===== src/design/jbt_pkg.sv =====
package jbt_pkg;

    localparam logic [7:0] LEXEME_LIMIT = 8'd128;

    localparam logic [3:0] KIND_LBRACE  = 4'd0;
    localparam logic [3:0] KIND_RBRACE  = 4'd1;
    localparam logic [3:0] KIND_LBRACK  = 4'd2;
    localparam logic [3:0] KIND_RBRACK  = 4'd3;
    localparam logic [3:0] KIND_COMMA   = 4'd4;
    localparam logic [3:0] KIND_COLON   = 4'd5;
    localparam logic [3:0] KIND_STRING  = 4'd6;
    localparam logic [3:0] KIND_NUMBER  = 4'd7;
    localparam logic [3:0] KIND_TRUE    = 4'd8;
    localparam logic [3:0] KIND_FALSE   = 4'd9;
    localparam logic [3:0] KIND_NULL    = 4'd10;
    localparam logic [3:0] KIND_END     = 4'd11;
    localparam logic [3:0] KIND_BADCHAR = 4'd12;
    localparam logic [3:0] KIND_BADWORD = 4'd13;

    localparam logic [7:0] CH_LBRACE = 8'h7B;
    localparam logic [7:0] CH_RBRACE = 8'h7D;
    localparam logic [7:0] CH_LBRACK = 8'h5B;
    localparam logic [7:0] CH_RBRACK = 8'h5D;
    localparam logic [7:0] CH_COMMA  = 8'h2C;
    localparam logic [7:0] CH_COLON  = 8'h3A;
    localparam logic [7:0] CH_QUOTE  = 8'h22;
    localparam logic [7:0] CH_MINUS  = 8'h2D;
    localparam logic [7:0] CH_PLUS   = 8'h2B;
    localparam logic [7:0] CH_DOT    = 8'h2E;
    localparam logic [7:0] CH_LOW_E  = 8'h65;
    localparam logic [7:0] CH_UP_E   = 8'h45;

    typedef struct packed {
        logic [3:0] kind;
        logic [7:0] data_byte;
        logic       byte_valid;
        logic       token_end;
        logic       last;
    } res_t;

    function automatic logic is_space(input logic [7:0] c);
        return (c == 8'd32) || (c >= 8'd9 && c <= 8'd13);
    endfunction

    function automatic logic is_digit(input logic [7:0] c);
        return (c >= 8'h30) && (c <= 8'h39);
    endfunction

    function automatic logic is_alpha(input logic [7:0] c);
        return (c >= 8'h61 && c <= 8'h7A) || (c >= 8'h41 && c <= 8'h5A);
    endfunction

    function automatic logic is_num_more(input logic [7:0] c);
        return is_digit(c) || c == CH_DOT || c == CH_LOW_E || c == CH_UP_E
            || c == CH_PLUS || c == CH_MINUS;
    endfunction

    function automatic logic match_true(input logic [7:0] p, input logic [7:0] c);
        case (p)
            8'd0: return c == 8'h74;
            8'd1: return c == 8'h72;
            8'd2: return c == 8'h75;
            8'd3: return c == 8'h65;
            default: return 1'b0;
        endcase
    endfunction

    function automatic logic match_false(input logic [7:0] p, input logic [7:0] c);
        case (p)
            8'd0: return c == 8'h66;
            8'd1: return c == 8'h61;
            8'd2: return c == 8'h6C;
            8'd3: return c == 8'h73;
            8'd4: return c == 8'h65;
            default: return 1'b0;
        endcase
    endfunction

    function automatic logic match_null(input logic [7:0] p, input logic [7:0] c);
        case (p)
            8'd0: return c == 8'h6E;
            8'd1: return c == 8'h75;
            8'd2: return c == 8'h6C;
            8'd3: return c == 8'h6C;
            default: return 1'b0;
        endcase
    endfunction

    function automatic logic [3:0] word_kind(input logic [7:0] cnt, input logic [2:0] alive);
        if (cnt == 8'd4 && alive[0]) begin
            return KIND_TRUE;
        end else if (cnt == 8'd5 && alive[1]) begin
            return KIND_FALSE;
        end else if (cnt == 8'd4 && alive[2]) begin
            return KIND_NULL;
        end
        return KIND_BADWORD;
    endfunction

endpackage


===== src/design/json_byte_tokenizer.sv =====
// Results of an accepted input transaction are written into the result queue and appear on the m_ side from there.
// Throughput: one byte per cycle while m_ready is high and no byte gives two results.
// A byte that gives two results fills the four-entry result queue faster than it
// drains, so s_ready drops until the queue holds at most one result again.
// Reset (aresetn, synchronous, active low) returns the lexer to idle and empties the queue.
module json_byte_tokenizer
    import jbt_pkg::*;
(
    input  logic       aclk,
    input  logic       aresetn,
    input  logic       s_valid,
    output logic       s_ready,
    input  logic [7:0] s_text_byte,
    input  logic       s_end_of_input,
    output logic       m_valid,
    input  logic       m_ready,
    output logic [3:0] m_kind,
    output logic [7:0] m_data_byte,
    output logic       m_byte_valid,
    output logic       m_token_end,
    output logic       m_last
);

    typedef enum logic [1:0] {
        MODE_IDLE   = 2'd0,
        MODE_STRING = 2'd1,
        MODE_NUMBER = 2'd2,
        MODE_WORD   = 2'd3
    } mode_t;

    mode_t      mode_reg, mode_next;
    logic [7:0] count_reg, count_next;
    logic [2:0] alive_reg, alive_next;

    res_t       fifo_reg [4];
    logic [1:0] head_reg, tail_reg;
    logic [2:0] fill_reg, fill_next;

    logic       accept, pop;
    logic [1:0] n_res;
    res_t       r0, r1;

    logic       st_emit;
    res_t       st_res;
    mode_t      st_mode;
    logic [7:0] st_count;
    logic [2:0] st_alive;

    logic [2:0] fed_alive;
    logic [7:0] fed_count;
    res_t       num_close, word_close_res;

    assign accept  = s_valid && s_ready;
    assign pop     = m_valid && m_ready;
    assign s_ready = (fill_reg <= 3'd1);
    assign m_valid = (fill_reg != 3'd0);

    assign m_kind       = fifo_reg[head_reg].kind;
    assign m_data_byte  = fifo_reg[head_reg].data_byte;
    assign m_byte_valid = fifo_reg[head_reg].byte_valid;
    assign m_token_end  = fifo_reg[head_reg].token_end;
    assign m_last       = fifo_reg[head_reg].last;

    // Token start for the incoming byte, as seen from the idle mode.
    always_comb begin
        st_emit  = 1'b0;
        st_res   = '{kind: KIND_BADCHAR, data_byte: s_text_byte, byte_valid: 1'b1,
                     token_end: 1'b1, last: 1'b0};
        st_mode  = MODE_IDLE;
        st_count = 8'd0;
        st_alive = 3'd0;
        if (is_space(s_text_byte)) begin
            st_emit = 1'b0;
        end else if (s_text_byte == CH_QUOTE) begin
            st_mode = MODE_STRING;
        end else if (s_text_byte == CH_LBRACE || s_text_byte == CH_RBRACE
                || s_text_byte == CH_LBRACK || s_text_byte == CH_RBRACK
                || s_text_byte == CH_COMMA || s_text_byte == CH_COLON) begin
            st_emit = 1'b1;
            st_res.data_byte  = 8'd0;
            st_res.byte_valid = 1'b0;
            case (s_text_byte)
                CH_LBRACE: st_res.kind = KIND_LBRACE;
                CH_RBRACE: st_res.kind = KIND_RBRACE;
                CH_LBRACK: st_res.kind = KIND_LBRACK;
                CH_RBRACK: st_res.kind = KIND_RBRACK;
                CH_COMMA:  st_res.kind = KIND_COMMA;
                default:   st_res.kind = KIND_COLON;
            endcase
        end else if (is_digit(s_text_byte) || s_text_byte == CH_MINUS
                || s_text_byte == CH_DOT) begin
            st_emit          = 1'b1;
            st_res.kind      = KIND_NUMBER;
            st_res.token_end = 1'b0;
            st_mode          = MODE_NUMBER;
            st_count         = 8'd1;
        end else if (is_alpha(s_text_byte)) begin
            st_mode  = MODE_WORD;
            st_count = 8'd1;
            st_alive = {match_null(8'd0, s_text_byte), match_false(8'd0, s_text_byte),
                        match_true(8'd0, s_text_byte)};
        end else begin
            st_emit = 1'b1;
        end
    end

    always_comb begin
        fed_alive = alive_reg & {match_null(count_reg, s_text_byte),
                                 match_false(count_reg, s_text_byte),
                                 match_true(count_reg, s_text_byte)};
        fed_count = count_reg + 8'd1;
        num_close = '{kind: KIND_NUMBER, data_byte: 8'd0, byte_valid: 1'b0,
                      token_end: 1'b1, last: 1'b0};
        word_close_res = '{kind: word_kind(count_reg, alive_reg), data_byte: 8'd0,
                           byte_valid: 1'b0, token_end: 1'b1, last: 1'b0};
    end

    always_comb begin
        r0         = st_res;
        r1         = st_res;
        n_res      = {1'b0, st_emit};
        mode_next  = st_mode;
        count_next = st_count;
        alive_next = st_alive;
        if (s_end_of_input) begin
            r1         = '{kind: KIND_END, data_byte: 8'd0, byte_valid: 1'b0,
                           token_end: 1'b1, last: 1'b0};
            mode_next  = MODE_IDLE;
            count_next = 8'd0;
            alive_next = 3'd0;
            case (mode_reg)
                MODE_STRING: begin
                    r0 = '{kind: KIND_STRING, data_byte: 8'd0, byte_valid: 1'b0,
                           token_end: 1'b1, last: 1'b0};
                    n_res = 2'd2;
                end
                MODE_NUMBER: begin
                    r0    = num_close;
                    n_res = 2'd2;
                end
                MODE_WORD: begin
                    r0    = word_close_res;
                    n_res = 2'd2;
                end
                default: begin
                    r0    = r1;
                    n_res = 2'd1;
                end
            endcase
        end else begin
            case (mode_reg)
                MODE_STRING: begin
                    n_res      = 2'd1;
                    count_next = count_reg;
                    alive_next = alive_reg;
                    if (s_text_byte == CH_QUOTE) begin
                        r0 = '{kind: KIND_STRING, data_byte: 8'd0, byte_valid: 1'b0,
                               token_end: 1'b1, last: 1'b0};
                        mode_next = MODE_IDLE;
                    end else begin
                        r0 = '{kind: KIND_STRING, data_byte: s_text_byte, byte_valid: 1'b1,
                               token_end: 1'b0, last: 1'b0};
                        mode_next = MODE_STRING;
                    end
                end
                MODE_NUMBER: begin
                    if (is_num_more(s_text_byte)) begin
                        r0 = '{kind: KIND_NUMBER, data_byte: s_text_byte, byte_valid: 1'b1,
                               token_end: 1'b0, last: 1'b0};
                        alive_next = alive_reg;
                        if (fed_count >= LEXEME_LIMIT) begin
                            r1         = num_close;
                            n_res      = 2'd2;
                            mode_next  = MODE_IDLE;
                            count_next = 8'd0;
                        end else begin
                            n_res      = 2'd1;
                            mode_next  = MODE_NUMBER;
                            count_next = fed_count;
                        end
                    end else begin
                        r0    = num_close;
                        r1    = st_res;
                        n_res = st_emit ? 2'd2 : 2'd1;
                    end
                end
                MODE_WORD: begin
                    if (is_alpha(s_text_byte)) begin
                        r0 = '{kind: word_kind(fed_count, fed_alive), data_byte: 8'd0,
                               byte_valid: 1'b0, token_end: 1'b1, last: 1'b0};
                        if (fed_count >= LEXEME_LIMIT) begin
                            n_res      = 2'd1;
                            mode_next  = MODE_IDLE;
                            count_next = 8'd0;
                            alive_next = 3'd0;
                        end else begin
                            n_res      = 2'd0;
                            mode_next  = MODE_WORD;
                            count_next = fed_count;
                            alive_next = fed_alive;
                        end
                    end else begin
                        r0    = word_close_res;
                        r1    = st_res;
                        n_res = st_emit ? 2'd2 : 2'd1;
                    end
                end
                default: begin
                    r0 = st_res;
                end
            endcase
        end
        if (n_res == 2'd1) begin
            r0.last = 1'b1;
        end
        if (n_res == 2'd2) begin
            r1.last = 1'b1;
        end
    end

    always_comb begin
        fill_next = fill_reg;
        if (accept) begin
            fill_next = fill_next + {1'b0, n_res};
        end
        if (pop) begin
            fill_next = fill_next - 3'd1;
        end
    end

    always_ff @(posedge aclk) begin
        if (!aresetn) begin
            mode_reg  <= MODE_IDLE;
            count_reg <= 8'd0;
            alive_reg <= 3'd0;
            head_reg  <= 2'd0;
            tail_reg  <= 2'd0;
            fill_reg  <= 3'd0;
        end else begin
            if (accept) begin
                mode_reg  <= mode_next;
                count_reg <= count_next;
                alive_reg <= alive_next;
                tail_reg  <= tail_reg + n_res;
            end
            if (pop) begin
                head_reg <= head_reg + 2'd1;
            end
            fill_reg <= fill_next;
        end
    end

    always_ff @(posedge aclk) begin
        if (accept && n_res != 2'd0) begin
            fifo_reg[tail_reg] <= r0;
        end
        if (accept && n_res == 2'd2) begin
            fifo_reg[tail_reg + 2'd1] <= r1;
        end
    end

    a_fill_bound: assert property (@(posedge aclk) disable iff (!aresetn)
        fill_reg <= 3'd3)
        else $error("Result queue holds more than three entries.");

    a_end_resets: assert property (@(posedge aclk) disable iff (!aresetn)
        (accept && s_end_of_input) |=> (mode_reg == MODE_IDLE && count_reg == 8'd0))
        else $error("Lexer is not idle after an end-of-input transaction.");

    a_open_token_bytes: assert property (@(posedge aclk) disable iff (!aresetn)
        (m_valid && !m_token_end) |-> m_byte_valid)
        else $error("A result that does not end its token carries no byte.");

    a_lexeme_range: assert property (@(posedge aclk) disable iff (!aresetn)
        (mode_reg == MODE_WORD || mode_reg == MODE_NUMBER)
            |-> (count_reg != 8'd0 && count_reg < LEXEME_LIMIT))
        else $error("Open number or word has a length outside its range.");

endmodule

===== config.mk =====
export PLATFORM = sky130hd
export DESIGN_NAME = json_byte_tokenizer
export DESIGN_NICKNAME = d
export VERILOG_FILES = /design/src/design/jbt_pkg.sv /design/src/design/json_byte_tokenizer.sv
export SDC_FILE = /design/constraint.sdc
export NUM_CORES = 1
export LEC_CHECK = 0
export BUFFER_PORTS_ARGS = -buffer_cell sky130_fd_sc_hd__buf_2
export CAP_MARGIN = 10
export CORE_MARGIN = 3
export CORE_UTILIZATION = 61
export DETAILED_ROUTE_END_ITERATION = 10
export GPL_TIMING_DRIVEN = 0
export PLACE_DENSITY_LB_ADDON = 0.2
export SYNTH_ARGS = -nofsm -noshare
export SYNTH_HDL_FRONTEND = slang
export SYNTH_SLANG_ARGS = --single-unit

===== constraint.sdc =====
create_clock -name aclk -period 4.57 [get_ports aclk]
set_clock_uncertainty 0.15 [all_clocks]
set_input_delay 0.2285 -clock aclk [delete_from_list [all_inputs] [get_ports aclk]]
set_output_delay 0.2285 -clock aclk [all_outputs]
set_load 0.01 [all_outputs]

### Word-level counts from Yosys, hierarchy flattened

Memories as Yosys holds them, arrays and structs flattened. A register that Yosys moved wholly into a read port is not among the register bits.
Cells that the tools add are included.

| word-level totals | value |
|---|---|
| input bits | 13 |
| memories | 1 |
| output and inout port bits | 17 |
| bits in writable memories | 60 |
| logic and storage cells | 187 |
| register bits | 20 |

| operators by class | value |
|---|---|
| bitwise logic cells | 1 |
| add/sub/neg operators | 6 |
| $lt $le $gt $ge | 10 |
| multiplexer cells | 93 |
| reduce and logical (&&, ||, !) cells | 35 |
| equal/unequal tests | 35 |

Memory list:

| memory | depth | width | read ports | clocked after memory_dff | write ports | RTL line | text |
|---|---|---|---|---|---|---|---|
| fifo_reg | 4 | 15 | 1 | 1 | 2 | json_byte_tokenizer.sv:35 | `res_t fifo_reg [4];` |

Operator list:

| operator | number |
|---|---|
| == test 8 x 7 -> 1 bit, second input constant | 14 |
| 2-to-1 mux 15 bit | 6 |
| case mux 15 bit (3 select lines) | 2 |
| == test 8 x 6 -> 1 bit, second input constant | 7 |
| 2-to-1 mux 4 bit | 10 |
| 2-to-1 mux 2 bit | 18 |
| 2-to-1 mux 3 bit | 11 |
| == test 8 x 3 -> 1 bit, second input constant | 4 |
| 2-to-1 mux 8 bit | 4 |
| 2-to-1 mux 1 bit | 29 |
| 2-to-1 mux 14 bit | 2 |
| case mux 8 bit (3 select lines) | 1 |
| 2-to-1 mux 11 bit | 2 |
| == test 8 x 2 -> 1 bit, second input constant | 2 |
| >= comparator 8 x 7 -> 1 bit, second input constant | 2 |
| <= comparator 8 x 7 -> 1 bit, second input constant | 2 |
| case mux 3 bit (5 select lines) | 1 |
| logical AND 1 bit | 14 |
| logical OR 1 bit | 14 |
| case mux 2 bit (3 select lines) | 2 |
| 2-to-1 mux 9 bit | 1 |
| case mux 3 bit (3 select lines) | 1 |
| adder 8 x 1 -> 8 bit, second input constant | 1 |
| == test 8 x 1 -> 1 bit, second input constant | 1 |
| 25 further kinds | 29 |

### Longest topological paths before layout

Gate-level depths: netlist (run 1).

| depth | value |
|---|---|
| depth in word-level cells | 17 |
| gate-level depth with buffers | 16 |
| gate-level depth less buffers | 13 |

### Least setup slack after synthesis (run 1)

OpenSTA, ideal clock, no wires.

| path | value |
|---|---|
| kind | register to register |
| from | reg mode_reg[0] |
| to | mem fifo_reg[3][0] (netlist bit), enable pin |
| stages on the path, launching flop included | 10 |
| clock period less this slack | 3.674 ns |
| setup slack | 0.896 ns |
| buffers on the path | 2 |
| arrival time | 3.114 ns |
| required time | 4.010 ns |
| cells stage by stage | dfxtp_1 > ha_1 > clkbuf_1 > inv_1 > a211oi_1 > o32ai_2 > o31a_4 > buf_6 > a21o_1 > a21boi_0 |

RTL lines:

| item | RTL line | text |
|---|---|---|
| start, declared | json_byte_tokenizer.sv:31 | `mode_t mode_reg, mode_next;` |
| start signal, assigned | json_byte_tokenizer.sv:241 | `mode_reg <= mode_next;` |
| end, declared | json_byte_tokenizer.sv:35 |  |

### Worst setup path after layout (run 1)

| path | value |
|---|---|
| from | reg mode_reg[0] |
| to | reg fill_reg[2] |

| on the way | value |
|---|---|
| cells in the longest elaborated chain, start to end | 8 |
| elaborated cells between the ends (all ways) | 11 |
| classes of those cells | 2 x add/sub; 3 x eq/ne; 5 x mux; 1 x reduce/logical |

Ends and longest elaborated chain:

| item | RTL line | text |
|---|---|---|
| == test 2 bit / == test 2 x 1 -> 1 bit (equally long branches) | json_byte_tokenizer.sv:131, json_byte_tokenizer.sv:151 |  |
| OR reduction 3 bit (no source line) | - |  |
| 2-to-1 mux 2 bit | json_byte_tokenizer.sv:131 | `case (mode_reg)` |
| 2-to-1 mux 2 bit * | json_byte_tokenizer.sv:125 | `if (s_end_of_input) begin` |
| adder 3 x 2 -> 3 bit * | json_byte_tokenizer.sv:224 | `fill_next = fill_next + {1'b0, n_res};` |
| 2-to-1 mux 3 bit * | json_byte_tokenizer.sv:223 | `if (accept) begin` |
| subtractor 3 x 1 -> 3 bit | json_byte_tokenizer.sv:227 | `fill_next = fill_next - 3'd1;` |
| 2-to-1 mux 3 bit * | json_byte_tokenizer.sv:226 | `if (pop) begin` |
| end signal, assigned | json_byte_tokenizer.sv:249 | `fill_reg <= fill_next;` |
| end, declared | json_byte_tokenizer.sv:37 | `logic [2:0] fill_reg, fill_next;` |

Mark *: on every way between the ends. The rest lies on a longest branch, timed or not.
A chain may end at the register's enable or synchronous reset.

==> results of run 1 <==
[how the worst min path moves through the flow]
stage          slack (ps)  depth (start not counted)                        to
2_1_floorplan         210                          2  mode_reg[1]$_SDFFE_PN0P_
3_3_place_gp          350                          3  mode_reg[1]$_SDFFE_PN0P_
3_5_place_dp          360                          3  mode_reg[1]$_SDFFE_PN0P_
4_1_cts               190                          4    fill_reg[1]$_SDFF_PN0_
5_1_grt               220                          4    fill_reg[1]$_SDFF_PN0_
6_report              180                          4    fill_reg[1]$_SDFF_PN0_
[cell families after synthesis]
family                     after synthesis
and+or+nand+nor                        181
DFF                                     82
muxes                                   71
adders and majority gates               12
xor gates and xnor gates                 7
AOI/OAI and AO/OA                      122
buffers and inverters                   53
[placed cells by master, fill, tap and decap left out, types with 7 or more instances in the layout]
master and instances:
and2_1 13, and3_1 8, clkbuf_8 9, o21ai_0 14
edfxtp_1 60, nor3_1 10, ha_1 11, mux4_2 15
a21oi_1 20, inv_1 15, a21o_1 8, nand3_1 16
nor2_1 26, buf_6 7, buf_2 30, a31oi_1 8
clkbuf_1 19, nand2_1 55, dfxtp_1 22, mux2i_1 50
[report_power, final]
| group | total, uW | internal [uW] | switching [uW] |
|---|---|---|---|
| registers | 963 | 915 | 47.4 |
| clock network | 507 | 200 | 306 |
| logic | 793 | 338 | 455 |
[routing by layer]
| metal | vias up | part of all wire |
|---|---|---|
| met4 | 0 | 0.024 |
| met2 | 165 | 0.50 |
| li1 | 2100 | - |
| met5 | - | 0 |
| met1 | 2190 | 0.42 |
| met3 | 28 | 0.059 |
[worst max-delay path, delay by kind of cell, from the launching register on]
kind            cells  cell delay [ps]
compound gates      4             1010
simple gates        3              340
fa+ha+maj           4              990
buf+inv             3              800
flops               1              500
xor+xnor            1              170
[through the flow]
| step | setup slack, ps | power, uW | util |
|---|---|---|---|
| after detailed placement | 616 | 1770 | 0.672 |
| final | 524 | 2260 | 0.693 |
| after global placement | -357 | 1720 | 0.665 |
| after CTS | 578 | 2260 | 0.693 |
| after global routing | 288 | 2370 | 0.693 |
| after floorplan | 896 | 1510 | - |
[cell type report]
class	count	area (sq um)	area share
timing repair buffer	28	171	0.0279
tap	108	135	0.0220
clock buffer	9	124	0.0202
clock inverter	7	52.6	0.00857
sequential	82	2240	0.366
inverter	17	63.8	0.0104
buffer	36	191	0.0312
multi-input combinational	393	3150	0.514
==> impl_metrics.yaml, run 1 <==
die:
  start_util: 0.636
  pin_count: 30
  rows: 34
  fp.dieH_microns: 102
  coreArea_sq_um: 8850
  die_w_microns: 102
  dieArea_sq_um: 10400
worst_setup_path:
  critPathMaxFanout: 10
  startpoint: "mode_reg[0]$_SDFFE_PN0P_"
  crit_end: "fill_reg[2]$_SDFF_PN0_"
  timing.rr.end: "fill_reg[2]$_SDFF_PN0_"
  worstPathCellList: "ha_1 > clkbuf_1 > inv_1 > a211oi_1 > o32ai_2 > o31a_4 > buf_6 > nand2_1 > ha_1 > fa_1 > a31oi_1 > ha_1 > nand2_1 > xor2_1 > and2_1"
  slowest_delay_ps: 500
  reg2reg_from: "mode_reg[0]$_SDFFE_PN0P_"
  cp_slowest_cell: "dfxtp_1"
  worstSetupPathType: "flop to flop"
  worstSetupStartpointType: "flop"
  path_common_cell: "ha_1"
  crit_required_ps: 4690
  arrival_ps: 4170
  critPathCaptureType: "flop"
  regToRegSetupSlack_ps: 520
  reg2reg_depth: 15
sta:
  tightest_slew_ps: 862
  rsz0062_at_grt: "false"
  holdWs_ps: 180
  fmax_mhz: 247
  slew_violations: 0
  final_hold_viol_count: 0
  tns_ps: 0
  slew_headroom: 0.410
  finalSetupViolations: 0
  min_period_over_period: 0.885
  post-route-min-period_ps: 4050
place:
  globalplace.congestion: 0.941
  numPlacedInstances: 663
  place_hpwl_microns: 10400
  placed_area_sq_um: 5950
  port_buffers: 24
clocking:
  clock-sinks: 82
  cts_resized: 0
  path_clk_slew_ps: 100
  cts_setup_buffers: 0
  cts_tree: "built"
  clockRootBuffer: "clkbuf_8"
  cts_hold_buffers: 1
  clockBufferDepth: 2
  clk_latency_ps: 370
  cts_buffers: 9
  h-tree-depth: 3
yosys:
  yosys.area_share.adder: 0.0280
  synth_top_family_by_area: "simple AND/OR/NAND/NOR gates"
  synth_edf_count: 60
  synth-xor-area-share: 0.0109
  post-synth-top-count-cell: "edfxtp_1"
  synth.distinct_cells: 87
  syn_inst: 528
  yosysTopAreaCell: "edfxtp_1"
  ys.flop_type: "edfxtp_1"
  ys_top_cells_by_area: "edfxtp_1, mux2i_1, dfxtp_1"
  synth_compound_area_frac: 0.176
  synth.mux.area_fraction: 0.161
  synth_area_per_cell_sq_um: 10.7
  netlist_top_cells_count: "edfxtp_1, nand2_1, mux2i_1, nor2_1, dfxtp_1"
  seq_area_frac_synth: 0.398
  yosys.area_share.simple: 0.180
  syn_nets: 553
  synth_warnings: 0
  synth.top_cell.area_share: 0.320
  ys_seq_elements: 82
  syn_area_sq_um: 5630
  synthArstFlopShare: 0
global_route:
  met3_usage: 0.0437
  first_global_vias: 4381
  antenna_found_initial: 0
  grtUsageMet1: 0.359
  grt.total_usage: 0.282
  grt_max_degree: 16
  overflow: 0
  top_usage_layer: "met2"
  use_met2: 0.487
  grt_pass1_wl_microns: 22600
power_and_ir_drop:
  ir_worst_vdd_mv: 0.191
  p_leak_uw: 0.00225
  powerDensity_nw_per_um2: 369
final_layout:
  fill_cells: 706
  area.growth.synth_to_final_pct: 8.98
  largest_reg_flops: 60
  nets: 592
  diodes: 0
  final_cell_area_sq_um: 6130
  fin_cells: 680
  drive_above_1_share: 0.175
detailed_routing:
  drt-total-wl_microns: 14200
  vias: 4483
  drtIter0Drc: 489
  drtAntennaViolNets: 0
  drc: 0
  first_pass_iters: 5
  wl_per_cell_microns: 20.9
  via_per_inst: 6.59
worst_hold_path:
  worstHoldStart: "s_valid"
  min_path_type: "input port to flop"
status:
  outcome: "finished, final reports clean"
flow_run:
  cap_violations: 0
Power figures use the tool's default switching activity.
==> run 2, diff against run 1 <==
--- a/config.mk
+++ b/config.mk
@@ -11,7 +11,7 @@
 export CORE_UTILIZATION = 61
 export DETAILED_ROUTE_END_ITERATION = 10
 export GPL_TIMING_DRIVEN = 0
-export PLACE_DENSITY_LB_ADDON = 0.2
+export PLACE_DENSITY = 0.87
 export SYNTH_ARGS = -nofsm -noshare
 export SYNTH_HDL_FRONTEND = slang
 export SYNTH_SLANG_ARGS = --single-unit
==> run 2 against run 1 <==
  * Design area fell by 0.37%
  * Sequential power hardly changed
  * Count of clock-buffer cells in the layout rose by 1
  * Worst hold slack worse by 2.8 ps
  * Critical endpoint unchanged
==> impl_metrics.yaml, run 2 (synthesized netlist as in run 1, its figures left out) <==
status:
  outcome: "finished, final reports clean"
final_layout:
  largest_reg_flops: 60
  final_cell_area_sq_um: 6110
  seq_area_sq_um: 2240
  fill_cells: 663
  most-common-layout-cells: "edfxtp_1, nand2_1, mux2i_1, buf_2, nor2_1"
  area.growth.synth_to_final_pct: 8.58
  multi_input_area_sq_um: 3150
  nets: 591
  layout_commonest_cell: "edfxtp_1"
  diodes: 0
  drive_above_1_share: 0.172
global_route:
  grtUsageMet1: 0.345
  grt.total_usage: 0.282
  met3_usage: 0.0512
  overflow: 0
  top_usage_layer: "met2"
  antenna_found_initial: 0
  use_met2: 0.496
  grt_pass1_wl_microns: 22700
  grt_max_degree: 16
  first_global_vias: 4522
place:
  place_hpwl_microns: 10600
  placed_area_sq_um: 5920
  port_buffers: 24
  globalplace.congestion: 0.967
  pre_cts_slack_ps: 557
sta:
  slew_violations: 0
  post-route-min-period_ps: 4100
  final_hold_viol_count: 0
  slew_headroom: 0.349
  fin_ws_ps: 474
  min_period_over_period: 0.896
  fmax_mhz: 244
  finalSetupViolations: 0
  rsz0062_at_grt: "false"
  tightest_slew_ps: 970
detailed_routing:
  drtIter0Drc: 411
  drt-total-wl_microns: 14100
  drtAntennaViolNets: 0
  wl_per_cell_microns: 20.8
  first_pass_iters: 5
  drc: 0
  via_per_inst: 6.66
  vias: 4525
worst_hold_path:
  min_path_type: "input port to flop"
  holdPathStages: 4
clocking:
  cts_hold_buffers: 1
  cts_buffers: 9
  cts_setup_buffers: 0
  h-tree-depth: 3
  clockBufferDepth: 2
  cts_resized: 0
  clockRootBuffer: "clkbuf_8"
  clock-sinks: 82
  clk_latency_ps: 370
  cts_tree: "built"
  path_clk_slew_ps: 90
worst_setup_path:
  worstSetupPathType: "flop to flop"
  critPathMaxFanout: 10
  slowest_delay_ps: 490
  arrival_ps: 4220
  critPathCaptureType: "flop"
  crit_required_ps: 4690
  reg2reg_depth: 15
  cp_slowest_cell: "dfxtp_1"
  worstSetupStartpointType: "flop"
  regToRegSetupSlack_ps: 470
  worstPathCellList: "ha_1 > clkbuf_1 > inv_1 > a211oi_1 > o32ai_2 > o31a_4 > buf_6 > nand2_1 > ha_1 > fa_1 > a31oi_1 > ha_1 > nand2_1 > xor2_1 > and2_1"
  path_common_cell: "ha_1"
die:
  dieArea_sq_um: 10400
  pin_count: 30
  die_w_microns: 102
  coreArea_sq_um: 8850
  rows: 34
  start_util: 0.636
  fp.dieH_microns: 102
power_and_ir_drop:
  powerDensity_nw_per_um2: 368
  p_sw_uw: 797
  power_frac_seq: 0.429
  pwr-share-comb: 0.349
  swShare: 0.354
  ir_worst_vdd_mv: 0.140
  clkPwrFrac: 0.222
  internal_power_uw: 1450
  p_leak_uw: 0.00223
flow_run:
  cap_violations: 0
==> run 2: cell count changes in the layout (fill, tap and decap cells not counted) <==
cell / before / now
clkbuf_1: 19 / 20
clkinv_1: 2 / 1
o21ai_1: 3 / 4
buf_8: 2 / 0
buf_6: 7 / 8
o21ai_2: 1 / 0
==> run 2: layout make-up <==
type	instances	area share
flip-flops and latches	82	0.367
plain buffers	36	0.0313
clock inverters	6	0.00799
well taps	108	0.0221
repair buffers	27	0.0250
inverters	17	0.0104
multi-input cells	393	0.515
clock buffers	10	0.0209
==> run 2: metal layers <==
layer	up-vias	routed length [microns]
met3	44	928
li1	2106	-
met4	0	439
met5	-	0
met1	2161	5600
met2	214	7130
==> run 2: power by group through the flow <==
stage | Clock (uW) | Sequential, uW | Combinational, uW
CTS | 497 | 966 | 788
detailed placement | 0 | 984 | 784
global route | 525 | 973 | 862
floorplan | 0 | 965 | 550
finish | 499 | 966 | 785
global placement | 0 | 973 | 734
==> run 2: path summary, 6_finish.rpt <==
| check | startpoint | endpoint |
|---|---|---|
| setup / recovery | mode_reg[0]$_SDFFE_PN0P_ | fill_reg[2]$_SDFF_PN0_ |
| hold / removal | s_valid | fill_reg[2]$_SDFF_PN0_ |
| setup reg to reg | mode_reg[0]$_SDFFE_PN0P_ | fill_reg[2]$_SDFF_PN0_ |
| hold reg to reg | count_reg[7]$_SDFFE_PN0P_ | count_reg[7]$_SDFFE_PN0P_ |
==> run 2: metrics by stage <==
stage,std cells,setup TNS (ps),power (uW),hold slack [ps],utilization
global route,679,0,2360,233,0.691
global placement,660,-4300,1710,360,0.665
floorplan,528,0,1510,215,-
CTS,679,0,2250,174,0.691
finish,679,0,2250,178,0.691
detailed placement,662,0,1770,364,0.670
==> run 2: worst max-delay path: cells and delay by family, from the launching register on <==
family	cells	cell delay [ps]
AOI/OAI and AO/OA	4	1070
adders and majority gates	4	970
buffers and inverters	3	830
DFF	1	490
and+or+nand+nor	3	310
xor gates and xnor gates	1	160
